[config.mk]
export PLATFORM = sky130hd
export DESIGN_NAME = sysex_chunk_to_usb_midi_packets
export DESIGN_NICKNAME = d
export VERILOG_FILES = /design/src/rtl/sxp_pkg.sv /design/src/rtl/sxp_carry_ram.sv /design/src/rtl/sxp_packer.sv /design/src/rtl/sxp_rsp_fifo.sv /design/src/rtl/sysex_chunk_to_usb_midi_packets.sv
export SDC_FILE = /design/constraint.sdc
export NUM_CORES = 2
export LEC_CHECK = 0
export BUFFER_PORTS_ARGS = -buffer_cell sky130_fd_sc_hd__buf_2
export CORE_ASPECT_RATIO = 2
export CORE_UTILIZATION = 40
export DETAILED_ROUTE_END_ITERATION = 10
export PLACE_DENSITY_LB_ADDON = 0.1
export SETUP_SLACK_MARGIN = 0.15
export SLEW_MARGIN = 20
export SYNTH_ARGS = -nofsm -noshare
export SYNTH_HDL_FRONTEND = slang
export SYNTH_SLANG_ARGS = --single-unit
[constraint.sdc]
create_clock -name clock -period 12.7 [get_ports clock]
set_clock_uncertainty 0.15 [all_clocks]
set_input_delay 2.54 -clock clock [delete_from_list [all_inputs] [get_ports clock]]
set_output_delay 2.54 -clock clock [all_outputs]
set_load 0.01 [all_outputs]
[src/rtl/sxp_pkg.sv]
// ----------------------------------------------------------------------------
// sxp_pkg
// Shared types and constants of the SysEx chunk to USB-MIDI packet converter.
// ----------------------------------------------------------------------------
package sxp_pkg;

   // Default port geometry
   localparam int unsigned MAX_INTERFACES_DEF = 4;
   localparam int unsigned CABLES_DEF         = 16;

   // SysEx framing bytes
   localparam logic [7:0] SYSEX_START = 8'hF0;
   localparam logic [7:0] SYSEX_END   = 8'hF7;

   // Code index number reset values
   localparam logic [3:0] CIN_CONTINUE_RST  = 4'd4;
   localparam logic [3:0] CIN_END_ONE_RST   = 4'd5;
   localparam logic [3:0] CIN_END_TWO_RST   = 4'd6;
   localparam logic [3:0] CIN_END_THREE_RST = 4'd7;

   // Result queue depth (power of two, room for two items)
   localparam int unsigned RSP_FIFO_DEPTH = 4;

   typedef enum logic [1:0] {
      CONT_NONE   = 2'd0,
      CONT_START  = 2'd1,
      CONT_END    = 2'd2,
      CONT_MIDDLE = 2'd3
   } cont_type;

   typedef enum logic [2:0] {
      ST_OK        = 3'd0,
      ST_DROPPED   = 3'd1,
      ST_FLAGGED   = 3'd2,
      ST_BAD_PORT  = 3'd3,
      ST_NOT_SYSEX = 3'd4
   } status_type;

   typedef enum logic [1:0] {
      CSR_CIN_CONTINUE  = 2'd0,
      CSR_CIN_END_ONE   = 2'd1,
      CSR_CIN_END_TWO   = 2'd2,
      CSR_CIN_END_THREE = 2'd3
   } csr_index_type;

   typedef enum logic [1:0] {
      SEQ_CLEAR,
      SEQ_IDLE,
      SEQ_LOOKUP
   } seq_state_type;

   // One carry store entry: up to two pending bytes of a port
   typedef struct packed {
      logic [1:0] len;
      logic [7:0] b1;
      logic [7:0] b0;
   } carry_entry_type;

   typedef struct packed {
      logic [7:0] iface_number;
      logic [7:0] cable;
      cont_type   cont_state;
      logic [7:0] byte_count;
      logic [7:0] data_byte0;
      logic [7:0] data_byte1;
      logic [7:0] data_byte2;
      logic [7:0] data_byte3;
   } req_item_type;

   typedef struct packed {
      logic        packet_valid;
      logic [7:0]  header_byte;
      logic [7:0]  out_byte1;
      logic [7:0]  out_byte2;
      logic [7:0]  out_byte3;
      status_type  status;
      logic        last;
      logic [31:0] malformed_total;
      logic [31:0] converted_total;
   } rsp_beat_type;

   typedef struct packed {
      logic [3:0] cin_continue;
      logic [3:0] cin_end_one;
      logic [3:0] cin_end_two;
      logic [3:0] cin_end_three;
   } cin_cfg_type;

   // Packer to sequencer control
   typedef struct packed {
      logic            two_beats;
      logic            carry_we;
      carry_entry_type carry_new;
      logic [31:0]     malformed_next;
      logic [31:0]     converted_next;
   } pack_ctl_type;

endpackage

[src/rtl/sxp_carry_ram.sv]
// ----------------------------------------------------------------------------
// sxp_carry_ram
// Per-port carry store: one write port, one read port, registered read data.
// ----------------------------------------------------------------------------
module sxp_carry_ram
   import sxp_pkg::*;
#(
   parameter int unsigned DEPTH  = MAX_INTERFACES_DEF * CABLES_DEF,
   parameter int unsigned ADDR_W = 6
) (
   input  logic              clock,
   input  logic              wr_en,
   input  logic [ADDR_W-1:0] wr_addr,
   input  carry_entry_type   wr_data,
   input  logic              rd_en,
   input  logic [ADDR_W-1:0] rd_addr,
   output carry_entry_type   rd_data
);

   carry_entry_type mem_ff [DEPTH];
   carry_entry_type rd_data_ff;

   always_ff @(posedge clock) begin
      if (wr_en) begin
         mem_ff[wr_addr] <= wr_data;
      end
   end

   always_ff @(posedge clock) begin
      if (rd_en) begin
         rd_data_ff <= mem_ff[rd_addr];
      end
   end

   assign rd_data = rd_data_ff;

endmodule

[src/rtl/sxp_packer.sv]
// ----------------------------------------------------------------------------
// sxp_packer
// Checks one chunk against its port's carry, re-chunks the bytes into up to
// two event packets and works out the new carry and running counts.
// ----------------------------------------------------------------------------
module sxp_packer
   import sxp_pkg::*;
#(
   parameter int unsigned MAX_INTERFACES = MAX_INTERFACES_DEF,
   parameter int unsigned CABLES         = CABLES_DEF
) (
   input  req_item_type    item,
   input  carry_entry_type carry,
   input  cin_cfg_type     cfg,
   input  logic [31:0]     malformed_cnt,
   input  logic [31:0]     converted_cnt,
   output rsp_beat_type    beat0,
   output rsp_beat_type    beat1,
   output pack_ctl_type    ctl
);

   logic [7:0] d [4];
   logic [7:0] len;
   logic [7:0] cat_bytes [6];
   logic [1:0] eff_len;
   logic [1:0] last_idx;
   logic [2:0] total;
   logic [2:0] rem;
   logic [7:0] hdr_hi;
   logic       bad_port;
   logic       sysex_led;
   logic       whole;
   logic       is_start;
   logic       is_end;
   logic       flag;
   logic       bad_whole;
   logic       bad_len;
   status_type status_val;
   logic [1:0] mal_inc;
   logic [1:0] conv_inc;
   rsp_beat_type b0_c;
   rsp_beat_type b1_c;

   // Packet beat with unused payload bytes zeroed
   function automatic rsp_beat_type make_beat(input logic       valid,
                                              input logic [7:0] hdr,
                                              input logic [7:0] p0,
                                              input logic [7:0] p1,
                                              input logic [7:0] p2,
                                              input logic [2:0] n,
                                              input status_type st);
      rsp_beat_type beat;
      beat              = '0;
      beat.packet_valid = valid;
      beat.header_byte  = hdr;
      beat.out_byte1    = (n > 3'd0) ? p0 : 8'h00;
      beat.out_byte2    = (n > 3'd1) ? p1 : 8'h00;
      beat.out_byte3    = (n > 3'd2) ? p2 : 8'h00;
      beat.status       = st;
      return beat;
   endfunction

   // End CIN picked by the trailing byte count
   function automatic logic [3:0] end_cin(input logic [2:0] n, input cin_cfg_type c);
      logic [3:0] cin;
      if (n <= 3'd1) begin
         cin = c.cin_end_one;
      end else if (n == 3'd2) begin
         cin = c.cin_end_two;
      end else begin
         cin = c.cin_end_three;
      end
      return cin;
   endfunction

   assign d[0] = item.data_byte0;
   assign d[1] = item.data_byte1;
   assign d[2] = item.data_byte2;
   assign d[3] = item.data_byte3;
   assign len  = item.byte_count;

   // Checks
   assign bad_port  = (item.iface_number == 8'd0)
                   || (item.iface_number > 8'(MAX_INTERFACES))
                   || (item.cable >= 8'(CABLES));
   assign sysex_led = (len != 8'd0) && (d[0] == SYSEX_START);
   assign whole     = (item.cont_state == CONT_NONE);
   assign is_start  = (item.cont_state == CONT_START) || whole;
   assign is_end    = (item.cont_state == CONT_END) || whole;
   assign flag      = is_start && ((carry.len != 2'd0) || (len == 8'd0)
                                   || (d[0] != SYSEX_START));
   assign last_idx  = len[1:0] - 2'd1;
   assign bad_whole = whole && ((len < 8'd2) || (len > 8'd4) || (d[last_idx] != SYSEX_END));
   assign bad_len   = (len == 8'd0) || (len > 8'd4);
   assign status_val = flag ? ST_FLAGGED : ST_OK;
   assign hdr_hi    = {item.cable[3:0], 4'h0};

   // Carry bytes followed by chunk bytes; a flagged start drops the carry
   assign eff_len = (flag || (carry.len == 2'd3)) ? 2'd0 : carry.len;
   assign total   = 3'(eff_len) + len[2:0];
   assign rem     = total - 3'd3;

   always_comb begin
      case (eff_len)
         2'd1: begin
            cat_bytes = '{carry.b0, d[0], d[1], d[2], d[3], 8'h00};
         end
         2'd2: begin
            cat_bytes = '{carry.b0, carry.b1, d[0], d[1], d[2], d[3]};
         end
         default: begin
            cat_bytes = '{d[0], d[1], d[2], d[3], 8'h00, 8'h00};
         end
      endcase
   end

   // Packet assembly, carry update and running counts
   always_comb begin
      b0_c          = make_beat(1'b0, 8'h00, 8'h00, 8'h00, 8'h00, 3'd0, ST_OK);
      b1_c          = '0;
      ctl.two_beats = 1'b0;
      ctl.carry_we  = 1'b0;
      ctl.carry_new = '0;
      mal_inc       = 2'd0;
      conv_inc      = 2'd0;
      if (bad_port) begin
         mal_inc     = 2'd1;
         b0_c.status = ST_BAD_PORT;
      end else if (whole && !sysex_led) begin
         if ((len == 8'd0) || (len > 8'd3)) begin
            mal_inc     = 2'd1;
            b0_c.status = ST_DROPPED;
         end else begin
            b0_c.status = ST_NOT_SYSEX;
         end
      end else if (bad_whole || bad_len) begin
         mal_inc      = {1'b0, flag} + 2'd1;
         ctl.carry_we = flag;
         b0_c.status  = ST_DROPPED;
      end else begin
         mal_inc      = {1'b0, flag};
         ctl.carry_we = 1'b1;
         if (is_end) begin
            if (total > 3'd3) begin
               b0_c = make_beat(1'b1, hdr_hi | {4'h0, cfg.cin_continue},
                                cat_bytes[0], cat_bytes[1], cat_bytes[2], 3'd3, status_val);
               b1_c = make_beat(1'b1, hdr_hi | {4'h0, end_cin(rem, cfg)},
                                cat_bytes[3], cat_bytes[4], cat_bytes[5], rem, status_val);
               ctl.two_beats = 1'b1;
               conv_inc      = 2'd2;
            end else begin
               b0_c = make_beat(1'b1, hdr_hi | {4'h0, end_cin(total, cfg)},
                                cat_bytes[0], cat_bytes[1], cat_bytes[2], total, status_val);
               conv_inc = 2'd1;
            end
         end else begin
            if (total == 3'd6) begin
               b0_c = make_beat(1'b1, hdr_hi | {4'h0, cfg.cin_continue},
                                cat_bytes[0], cat_bytes[1], cat_bytes[2], 3'd3, status_val);
               b1_c = make_beat(1'b1, hdr_hi | {4'h0, cfg.cin_continue},
                                cat_bytes[3], cat_bytes[4], cat_bytes[5], 3'd3, status_val);
               ctl.two_beats = 1'b1;
               conv_inc      = 2'd2;
            end else if (total >= 3'd3) begin
               b0_c = make_beat(1'b1, hdr_hi | {4'h0, cfg.cin_continue},
                                cat_bytes[0], cat_bytes[1], cat_bytes[2], 3'd3, status_val);
               conv_inc          = 2'd1;
               ctl.carry_new.len = rem[1:0];
               ctl.carry_new.b0  = cat_bytes[3];
               ctl.carry_new.b1  = cat_bytes[4];
            end else begin
               // chunk only fills the carry
               b0_c.status       = status_val;
               ctl.carry_new.len = total[1:0];
               ctl.carry_new.b0  = cat_bytes[0];
               ctl.carry_new.b1  = cat_bytes[1];
            end
         end
      end
      ctl.malformed_next = malformed_cnt + 32'(mal_inc);
      ctl.converted_next = converted_cnt + 32'(conv_inc);
   end

   // Beat totals: malformed settles before any beat, converted per packet
   always_comb begin
      beat0                = b0_c;
      beat0.last           = !ctl.two_beats;
      beat0.malformed_total = ctl.malformed_next;
      beat0.converted_total = converted_cnt + 32'(b0_c.packet_valid);
      beat1                = b1_c;
      beat1.last           = 1'b1;
      beat1.malformed_total = ctl.malformed_next;
      beat1.converted_total = ctl.converted_next;
   end

endmodule

[src/rtl/sxp_rsp_fifo.sv]
// ----------------------------------------------------------------------------
// sxp_rsp_fifo
// Result queue: takes one or two beats per item, hands out one beat a cycle while head_ready is high.
// ----------------------------------------------------------------------------
module sxp_rsp_fifo
   import sxp_pkg::*;
#(
   parameter int unsigned DEPTH = RSP_FIFO_DEPTH
) (
   input  logic         clock,
   input  logic         reset,
   input  logic         push,
   input  logic         push_two,
   input  rsp_beat_type beat0,
   input  rsp_beat_type beat1,
   output logic         room_two,
   output logic         head_valid,
   input  logic         head_ready,
   output rsp_beat_type head
);

   localparam int unsigned PTR_W = $clog2(DEPTH);
   localparam int unsigned CNT_W = $clog2(DEPTH + 1);

   rsp_beat_type     entries_ff [DEPTH];
   logic [PTR_W-1:0] wr_ptr_ff, wr_ptr_in;
   logic [PTR_W-1:0] rd_ptr_ff, rd_ptr_in;
   logic [CNT_W-1:0] count_ff, count_in;
   logic [CNT_W-1:0] push_n;
   logic             pop;

   assign pop        = head_valid && head_ready;
   assign push_n     = push ? (push_two ? CNT_W'(2) : CNT_W'(1)) : CNT_W'(0);
   assign wr_ptr_in  = wr_ptr_ff + PTR_W'(push_n);
   assign rd_ptr_in  = rd_ptr_ff + PTR_W'(pop);
   assign count_in   = count_ff + push_n - CNT_W'(pop);
   assign head_valid = (count_ff != '0);
   assign head       = entries_ff[rd_ptr_ff];
   assign room_two   = (count_ff <= CNT_W'(DEPTH - 2));

   // Pointers and fill level
   always_ff @(posedge clock) begin
      if (reset) begin
         wr_ptr_ff <= '0;
         rd_ptr_ff <= '0;
         count_ff  <= '0;
      end else begin
         wr_ptr_ff <= wr_ptr_in;
         rd_ptr_ff <= rd_ptr_in;
         count_ff  <= count_in;
      end
   end

   // Beat storage
   always_ff @(posedge clock) begin
      if (push) begin
         entries_ff[wr_ptr_ff] <= beat0;
         if (push_two) begin
            entries_ff[wr_ptr_ff + PTR_W'(1)] <= beat1;
         end
      end
   end

endmodule

[src/rtl/sysex_chunk_to_usb_midi_packets.sv]
// ----------------------------------------------------------------------------
// sysex_chunk_to_usb_midi_packets
// Re-chunks SysEx chunks into USB-MIDI 1.0 event packets through a per-port
// carry held in a synchronous memory.
// ----------------------------------------------------------------------------
//  Channel  Dir  Width                Contents
//  req_     in   tdata 56, tuser 2    one SysEx chunk for an interface and cable
//  rsp_     out  tdata 96, tuser 4    one or two result beats per chunk, tlast
//  csr_     in   index 2, data 4      code index number registers
//
//  An item goes through accept (carry memory read issued), then lookup
//  (packets built, carry written back). Each item leaves 1 or 2 beats; the
//  result port moves one beat a cycle while rsp_tready is high.
//  After reset a clearing pass over all MAX_INTERFACES * CABLES ports (64 by
//  default) zeroes the carry store; no chunk is taken meanwhile.
//  req_tready drops while a lookup runs or the result queue lacks room for two
//  beats; a stalled rsp_ side holds its beat.
// ----------------------------------------------------------------------------
module sysex_chunk_to_usb_midi_packets
   import sxp_pkg::*;
#(
   parameter int unsigned MAX_INTERFACES = MAX_INTERFACES_DEF,
   parameter int unsigned CABLES         = CABLES_DEF
) (
   input  logic        clock,
   input  logic        reset,
   // iface_number, cable, byte_count, data_byte0..data_byte3
   input  logic        req_tvalid,
   output logic        req_tready,
   input  logic [55:0] req_tdata,
   // cont_state
   input  logic [1:0]  req_tuser,
   output logic        rsp_tvalid,
   input  logic        rsp_tready,
   // header_byte, out_byte1, out_byte2, out_byte3, malformed_total, converted_total
   output logic [95:0] rsp_tdata,
   // packet_valid, status
   output logic [3:0]  rsp_tuser,
   output logic        rsp_tlast,
   input  logic        csr_wr_en,
   input  logic [1:0]  csr_index,
   input  logic [3:0]  csr_wdata
);

   localparam int unsigned NPORTS = MAX_INTERFACES * CABLES;
   localparam int unsigned PORT_W = (NPORTS > 1) ? $clog2(NPORTS) : 1;

   seq_state_type   state_ff, state_in;
   logic [PORT_W-1:0] clr_ff, clr_in;
   logic [PORT_W-1:0] port_ff;
   logic [PORT_W-1:0] req_port;
   logic [12:0]     port_full;
   req_item_type    req_item;
   req_item_type    item_ff;
   cin_cfg_type     cfg_ff;
   logic [31:0]     malformed_ff;
   logic [31:0]     converted_ff;
   logic            req_accept;
   logic            clear_done;
   logic            room_two;
   logic            push;
   logic            ram_we;
   logic [PORT_W-1:0] ram_waddr;
   carry_entry_type ram_wdata;
   carry_entry_type carry_rd;
   rsp_beat_type    beat0;
   rsp_beat_type    beat1;
   rsp_beat_type    head;
   pack_ctl_type    ctl;

   // Unpack the chunk beat
   assign req_item.iface_number = req_tdata[7:0];
   assign req_item.cable        = req_tdata[15:8];
   assign req_item.cont_state   = cont_type'(req_tuser);
   assign req_item.byte_count   = req_tdata[23:16];
   assign req_item.data_byte0   = req_tdata[31:24];
   assign req_item.data_byte1   = req_tdata[39:32];
   assign req_item.data_byte2   = req_tdata[47:40];
   assign req_item.data_byte3   = req_tdata[55:48];

   assign req_accept = req_tvalid && req_tready;

   // Port index; only meaningful for a valid interface and cable
   assign port_full = (13'(req_item.iface_number) - 13'd1) * 13'(CABLES)
                    + 13'(req_item.cable);
   assign req_port  = port_full[PORT_W-1:0];

   assign clear_done = (clr_ff == PORT_W'(NPORTS - 1));

   // Sequencer next state
   always_comb begin
      state_in = state_ff;
      unique case (state_ff)
         SEQ_CLEAR:  if (clear_done) state_in = SEQ_IDLE;
         SEQ_IDLE:   if (req_accept) state_in = SEQ_LOOKUP;
         SEQ_LOOKUP: state_in = SEQ_IDLE;
         default:    state_in = SEQ_CLEAR;
      endcase
   end

   // Sequencer outputs
   always_comb begin
      req_tready = 1'b0;
      push       = 1'b0;
      ram_we     = 1'b0;
      ram_waddr  = port_ff;
      ram_wdata  = ctl.carry_new;
      clr_in     = clr_ff;
      unique case (state_ff)
         SEQ_CLEAR: begin
            ram_we    = 1'b1;
            ram_waddr = clr_ff;
            ram_wdata = '0;
            clr_in    = clr_ff + PORT_W'(1);
         end
         SEQ_IDLE: begin
            req_tready = room_two;
         end
         SEQ_LOOKUP: begin
            push   = 1'b1;
            ram_we = ctl.carry_we;
         end
         default: begin
            req_tready = 1'b0;
         end
      endcase
   end

   // Control state
   always_ff @(posedge clock) begin
      if (reset) begin
         state_ff     <= SEQ_CLEAR;
         clr_ff       <= '0;
         malformed_ff <= '0;
         converted_ff <= '0;
      end else begin
         state_ff <= state_in;
         clr_ff   <= clr_in;
         if (push) begin
            malformed_ff <= ctl.malformed_next;
            converted_ff <= ctl.converted_next;
         end
      end
   end

   // Item held for the lookup cycle
   always_ff @(posedge clock) begin
      if (req_accept) begin
         item_ff <= req_item;
         port_ff <= req_port;
      end
   end

   // Code index number registers
   always_ff @(posedge clock) begin
      if (reset) begin
         cfg_ff.cin_continue  <= CIN_CONTINUE_RST;
         cfg_ff.cin_end_one   <= CIN_END_ONE_RST;
         cfg_ff.cin_end_two   <= CIN_END_TWO_RST;
         cfg_ff.cin_end_three <= CIN_END_THREE_RST;
      end else if (csr_wr_en) begin
         unique case (csr_index_type'(csr_index))
            CSR_CIN_CONTINUE:  cfg_ff.cin_continue  <= csr_wdata;
            CSR_CIN_END_ONE:   cfg_ff.cin_end_one   <= csr_wdata;
            CSR_CIN_END_TWO:   cfg_ff.cin_end_two   <= csr_wdata;
            CSR_CIN_END_THREE: cfg_ff.cin_end_three <= csr_wdata;
            default:           cfg_ff <= cfg_ff;
         endcase
      end
   end

   // Carry store: read on accept, written back in the lookup cycle. The next
   // read comes no earlier than the cycle after the write, so no forwarding.
   sxp_carry_ram #(
      .DEPTH  (NPORTS),
      .ADDR_W (PORT_W)
   ) u_carry_ram (
      .clock   (clock),
      .wr_en   (ram_we),
      .wr_addr (ram_waddr),
      .wr_data (ram_wdata),
      .rd_en   (req_accept),
      .rd_addr (req_port),
      .rd_data (carry_rd)
   );

   sxp_packer #(
      .MAX_INTERFACES (MAX_INTERFACES),
      .CABLES         (CABLES)
   ) u_packer (
      .item          (item_ff),
      .carry         (carry_rd),
      .cfg           (cfg_ff),
      .malformed_cnt (malformed_ff),
      .converted_cnt (converted_ff),
      .beat0         (beat0),
      .beat1         (beat1),
      .ctl           (ctl)
   );

   sxp_rsp_fifo #(
      .DEPTH (RSP_FIFO_DEPTH)
   ) u_rsp_fifo (
      .clock      (clock),
      .reset      (reset),
      .push       (push),
      .push_two   (ctl.two_beats),
      .beat0      (beat0),
      .beat1      (beat1),
      .room_two   (room_two),
      .head_valid (rsp_tvalid),
      .head_ready (rsp_tready),
      .head       (head)
   );

   // Pack the result beat
   assign rsp_tdata = {head.converted_total, head.malformed_total, head.out_byte3,
                       head.out_byte2, head.out_byte1, head.header_byte};
   assign rsp_tuser = {head.status, head.packet_valid};
   assign rsp_tlast = head.last;

endmodule

# Word-level counts from Yosys, hierarchy flattened
# Memory sizes are Yosys's and may differ from the RTL's. A register that Yosys moved wholly into a read port is not among the register bits.
# Index checks and enable logic that the tools add are counted.
# word_totals
reg_bits,159
ram_bits,1556
input_bits,69
out_inout_bits,103
wordCells,193
mem_count,2
# classes
n_addsub,15
n_lt_le_gt_ge,17
eq_ne,19
n_mux,83
n_bitwise,4
n_reduce_logical,33
# mem_list
name,words,width,rd,rd_ports_with_merged_regs,wr,line_no,source
u_carry_ram.mem_ff,64,18,1,1,1,sxp_carry_ram.sv:20,carry_entry_type mem_ff [DEPTH];
u_rsp_fifo.entries_ff,4,101,1,1,2,sxp_rsp_fifo.sv:25,rsp_beat_type entries_ff [DEPTH];
# op_table
op,count
101-bit two-way mux,8
33-bit two-way mux,4
100-bit two-way mux,1
48-bit one-hot mux with 2 select lines,1
18-bit two-way mux,5
32-bit by 2-bit adder with 32-bit output,2
8-bit two-way mux,8
4-bit two-way mux,14
20-bit two-way mux,2
32-bit by 1-bit adder with 32-bit output,1
2-bit two-way mux,15
8-bit by 4-bit bitwise OR with 8-bit output,3
8-bit binary-select mux with 2-bit select,1
8-bit by 3-bit > comparator with 1-bit output (second input constant),2
8-bit zero test,2
1-bit two-way mux,16
8-bit inequality test (second input constant),2
3-bit two-way mux,5
2-bit == test (second input constant),6
3-bit by 1-bit > comparator with 1-bit output (second input constant),4
1-bit logical OR,12
2-bit AND reduction,5
3-bit by 2-bit > comparator with 1-bit output (second input constant),3
2-bit by 1-bit == test with 1-bit output (second input constant),4
33 further kinds,45

# Longest topological paths before layout
# logic_depth
ltp_word,22
mapped_depth,23

# By module
# Synthesis repeated with hierarchy kept, for this count alone.
# unflattened
cells_unflattened,4205
area_unflattened_um2,74893.1
# modules_own_cells
mod,n_inst,cells_each,area_each_um2
sxp_carry_ram,1,1957,44801.7
sxp_rsp_fifo,1,1026,19899.1
sysex_chunk_to_usb_midi_packets,1,471,5293.8
sxp_packer,1,751,4898.4

# Worst setup path before layout
# Ideal clock, no wire load.
# synth_timing
path_kind,register to register
start,reg item_ff[41] (netlist name)
end,mem u_rsp_fifo.entries_ff[2][19] (netlist name) (data pin)
setup_time_ns,0.157
arrival_time_ns,6.556
required_time_ns,12.393
slack_ns,5.837
path_stages_with_launch,19
n_path_buf,1
synth_period_minus_slack_ns,6.863
path_cell_list,edfxtp_1 > nand2_1 > or2_2 > inv_1 > ha_1 > inv_1 > fa_1 > inv_1 > ha_1 > ha_1 > nor2_1 > o21ai_0 > a2111oi_2 > nor4b_4 > a21oi_2 > inv_2 > clkbuf_1 > nand2_1 > a31oi_1
# synth_lines
item,line_no,source
start: declaration,sysex_chunk_to_usb_midi_packets.sv:54,req_item_type item_ff;
start signal: assignment,sysex_chunk_to_usb_midi_packets.sv:149,item_ff <= req_item;
end: declaration,sxp_rsp_fifo.sv:25,

==> results.txt <==
- Most common library cells after synthesis: edfxtp_1, mux4_2, nor2_1
- Number of filler instances in the final layout: 15.5k
- Area occupied by multi-input gates: 0.0210 mm²
- Of the total power, registers draw 53.6%.
- Synth top area share: 67.4%
- Required @ worst endpoint: 12970 ps
- Yosys mapped a number of flops with a built-in enable equal to 1622.
* Final worst path period need: 7820 ps
- The detailed router placed 40.0k vias in this run.
- For the worst-skew pair, the clock arrives at the later sink with an insertion delay of 800 ps.
- Initial cell density of the core: 40.3%
- Unique masters post-synth: 86
- In the final routing, the length of wire on met1 measures 76700 µm.
- For this run, the leading register cell type out of synthesis is edfxtp_1.
* Internal power of the cells: 9100 µW
- Longest Clk Path Bufs: 4
- The max-slew violation count was 0.
* Worst setup endpoint: u_rsp_fifo.entries_ff[0][27]
* End-of-flow core utilization: 45.4%
- Type of destination of the critical path: flop
* DRC viols: 0
- Portion of the post-synthesis area used by sequential elements: 70.3%
- Met3 wire length: 9200 µm
- edfxtp_1 takes more of the synthesized area than any other cell.
- # setup viols final: 0
- Summing all flip-flop and latch instances after layout gives 0.0509 mm².
* Critical-path maximum fanout: 36
* Height of the die: 603 µm
- The worst path meets setup with 4880 ps of slack.
- Type of the most critical hold path: reg2reg
- The Yosys step of the flow raised 0 warnings.
- Synth Cell Area: 0.0723 mm²
- The count of buffers added on input and output ports is 171.
- Tracing the worst setup path back leads to its startpoint at item_ff[41].
- Post-CTS setup-driven buffer insertion count: 0
- Sinks on Clock Net: 1729
* Total CTS buffers: 164
- Core Area: 0.179 mm²
- Max rail drop VDD: 0.0940 mV
* Final weighted congestion in routability-driven placement: 0.904
* Setup TNS Final: 0 ps
* Worst Max-Slew Pin Slew: 1220 ps
* Sw Pwr: 2510 µW
* Number of search-and-repair iterations in the first detailed-routing pass: 5
- Setup repair after global routing left no endpoint under its margin.
- Vias in the first global route: 41.4k
* Top-level I/O count: 172
- Data arrival time of the critical path: 8090 ps
- Max Fclk: 128 MHz
* Most common cell in the netlist: edfxtp_1
* Wire length on met2: 124000 µm
- Power share of the combinational group: 4.6%
- DR vias/cell: 5.90
* Clock Tree Root: clkbuf_16
- Clock-pin slew of the registers on the worst-case setup and hold paths: 70 ps
- The routed design has 221000 µm of wire.
- GRT Resource Usage Total: 24.1%
* Worst rel slew slack: 18.4%
- The clock tree synthesis step divided the H-tree into 4 levels.
* DRT iter0 DRCs: 3311
* CTS tree: built
* Worst slack, placed: 4880 ps
- In the final routed layout, each cell accounts on average for 32.6 µm.
- Compared with the post-synthesis result, the final layout area differs by 12.8%.
- The worst setup path is launched from a flop.
- The floorplan step set the die width to 303 µm.
* Largest net degree at the start of global routing: 146
- For this design the static power due to leakage is 0.0233 µW.
- Reg2reg setup slack: 4880 ps
- Clock share of power: 41.9%
* Worst r2r dst: u_rsp_fifo.entries_ff[0][27]
- Site Rows: 220
* Post_cts resized: 0
* Post-route clock period utilization: 61.6%
- Cell count after synthesis: 4162
- The count of cells in the finished layout, fillers not included, comes to 6780.
- Averaged over all synthesized cells, the footprint is 17.4 µm².
- After detailed routing, no signal wire sits above met5.
* Placed Instances: 6476
- The number of antenna violations at the first check in global routing was 18.
* Net switching fraction of the power: 21.6%
- The number of nets handed over by synthesis was 4262.
* Total overflow reported by the global router: 0
- In the post-synthesis netlist, the biggest area contributors are edfxtp_1, mux4_2, dfxtp_1.
* Share of synthesized registers carrying an async set or reset: 0%
* Max Cap Viol: 0
- Counting flops and latches in the post-synthesis netlist gives 1729.
* Hold Buf Count CTS: 0
* Launch point of the worst reg-to-reg path: item_ff[41]
* Fraction of final layout cells with drive strength greater than 1: 24.7%
* Number of nets at the end of the flow: 4412
* Antenna Nets Post-Route: 0
- For this design the ratio of total power to cell area is 142 mW/mm².
- Counting cells, the worst reg-to-reg path comes to 21.
* Worst setup path category: reg2reg
- Run status: completed
* Wire length of the first global-routing pass: 309000 µm
- Post-detail-place hpwl: 138000 µm
* Endpoints failing hold: 0
- The die covers 0.183 mm².
[cell families after synthesis]
kind of cell | after synthesis | synth area share, %
buf+inv | 306 | 1.67
xor+xnor | 107 | 1.31
mux | 507 | 15.3
flops | 1729 | 70.3
compound gates | 559 | 5.07
fa+ha+maj | 31 | 0.578
simple gates | 923 | 5.73
[stage by stage]
stage                     hold slack (ps)  area, µm²  total power (µW)
after floorplan                       279      72300              6690
after global placement                288      76400              6890
after detailed placement              295      76400              6890
after CTS                             303      81500             11700
after global routing                  325      81500             11900
final                                 303      81500             11600
[cell usage in the layout (no fill, tap or decap), drive strengths merged, types with 41 or more instances in the layout]
master	instances
dfxtp	107
clkinv	55
clkbuf	204
nor3	44
nand2	233
xor2	42
a22o	41
mux4	479
nor2	429
xnor2	65
inv	52
a21oi	141
a22oi	52
buf	244
o21ai	71
nand3	53
edfxtp	1622
o22ai	130
[flip-flops by register name, indices dropped and copies added (netlist names)]
register,cells
u_rsp_fifo.entries_ff,404
port_ff,6
item_ff,54
clr_ff,6
u_carry_ram.mem_ff,1152
cfg_ff,16
u_rsp_fifo.count_ff,3
converted_ff,32
u_carry_ram.rd_data,18
state_ff,2
malformed_ff,32
u_rsp_fifo.wr_ptr_ff,2
u_rsp_fifo.rd_ptr_ff,2
[worst min-delay path by stage]
stage,startpoint,depth (start not counted),slack [ps],end
after global routing,u_rsp_fifo.entries_ff[2][67],2,320,u_rsp_fifo.entries_ff[2][67]
after CTS,u_rsp_fifo.entries_ff[2][67],2,300,u_rsp_fifo.entries_ff[2][67]
after detailed placement,u_rsp_fifo.entries_ff[2][67],2,290,u_rsp_fifo.entries_ff[2][67]
after global placement,u_rsp_fifo.entries_ff[3][67],2,290,u_rsp_fifo.entries_ff[3][67]
after floorplan,u_rsp_fifo.entries_ff[2][67],2,280,u_rsp_fifo.entries_ff[2][67]
final,u_rsp_fifo.entries_ff[2][67],2,300,u_rsp_fifo.entries_ff[2][67]
[routing by layer]
| layer | up-vias | GRT usage (%) |
|---|---|---|
| li1 | 17000 | - |
| met2 | 1295 | 46.4 |
| met3 | 405 | 2.63 |
| met5 | - | 0 |
| met4 | 6 | 10.4 |
| met1 | 21300 | 26.1 |
[critical path, cell delays in order (launching register included)]
cell	delay, ps
edfxtp_1	470
nand2_1	80
or2_2	290
inv_1	80
ha_1	140
inv_1	50
fa_1	700
inv_1	150
ha_1	230
ha_1	240
nor2_1	100
o21ai_0	160
a2111oi_2	550
nor4b_4	290
buf_4	300
inv_2	240
nor2_2	900
buf_4	330
nor2_4	180
inv_4	450
buf_4	580
buf_4	660
[cell type report]
class                   instances  share of cell area (%)
clock buffers                 204                    5.33
multi-input cells            2127                    25.7
inverters                      46                   0.227
clock inverters                79                   0.910
repair buffers                244                    1.81
well taps                    2331                    3.58
diodes                         20                  0.0614
flip-flops and latches       1729                    62.4
[power groups by stage]
stage	clock (µW)	combinational, µW	sequential [µW]
after global routing	5120	564	6220
after global placement	0	544	6350
final	4860	528	6220
after detailed placement	0	542	6350
after CTS	4950	543	6220
after floorplan	0	392	6300
Power figures use the tool's default switching activity.
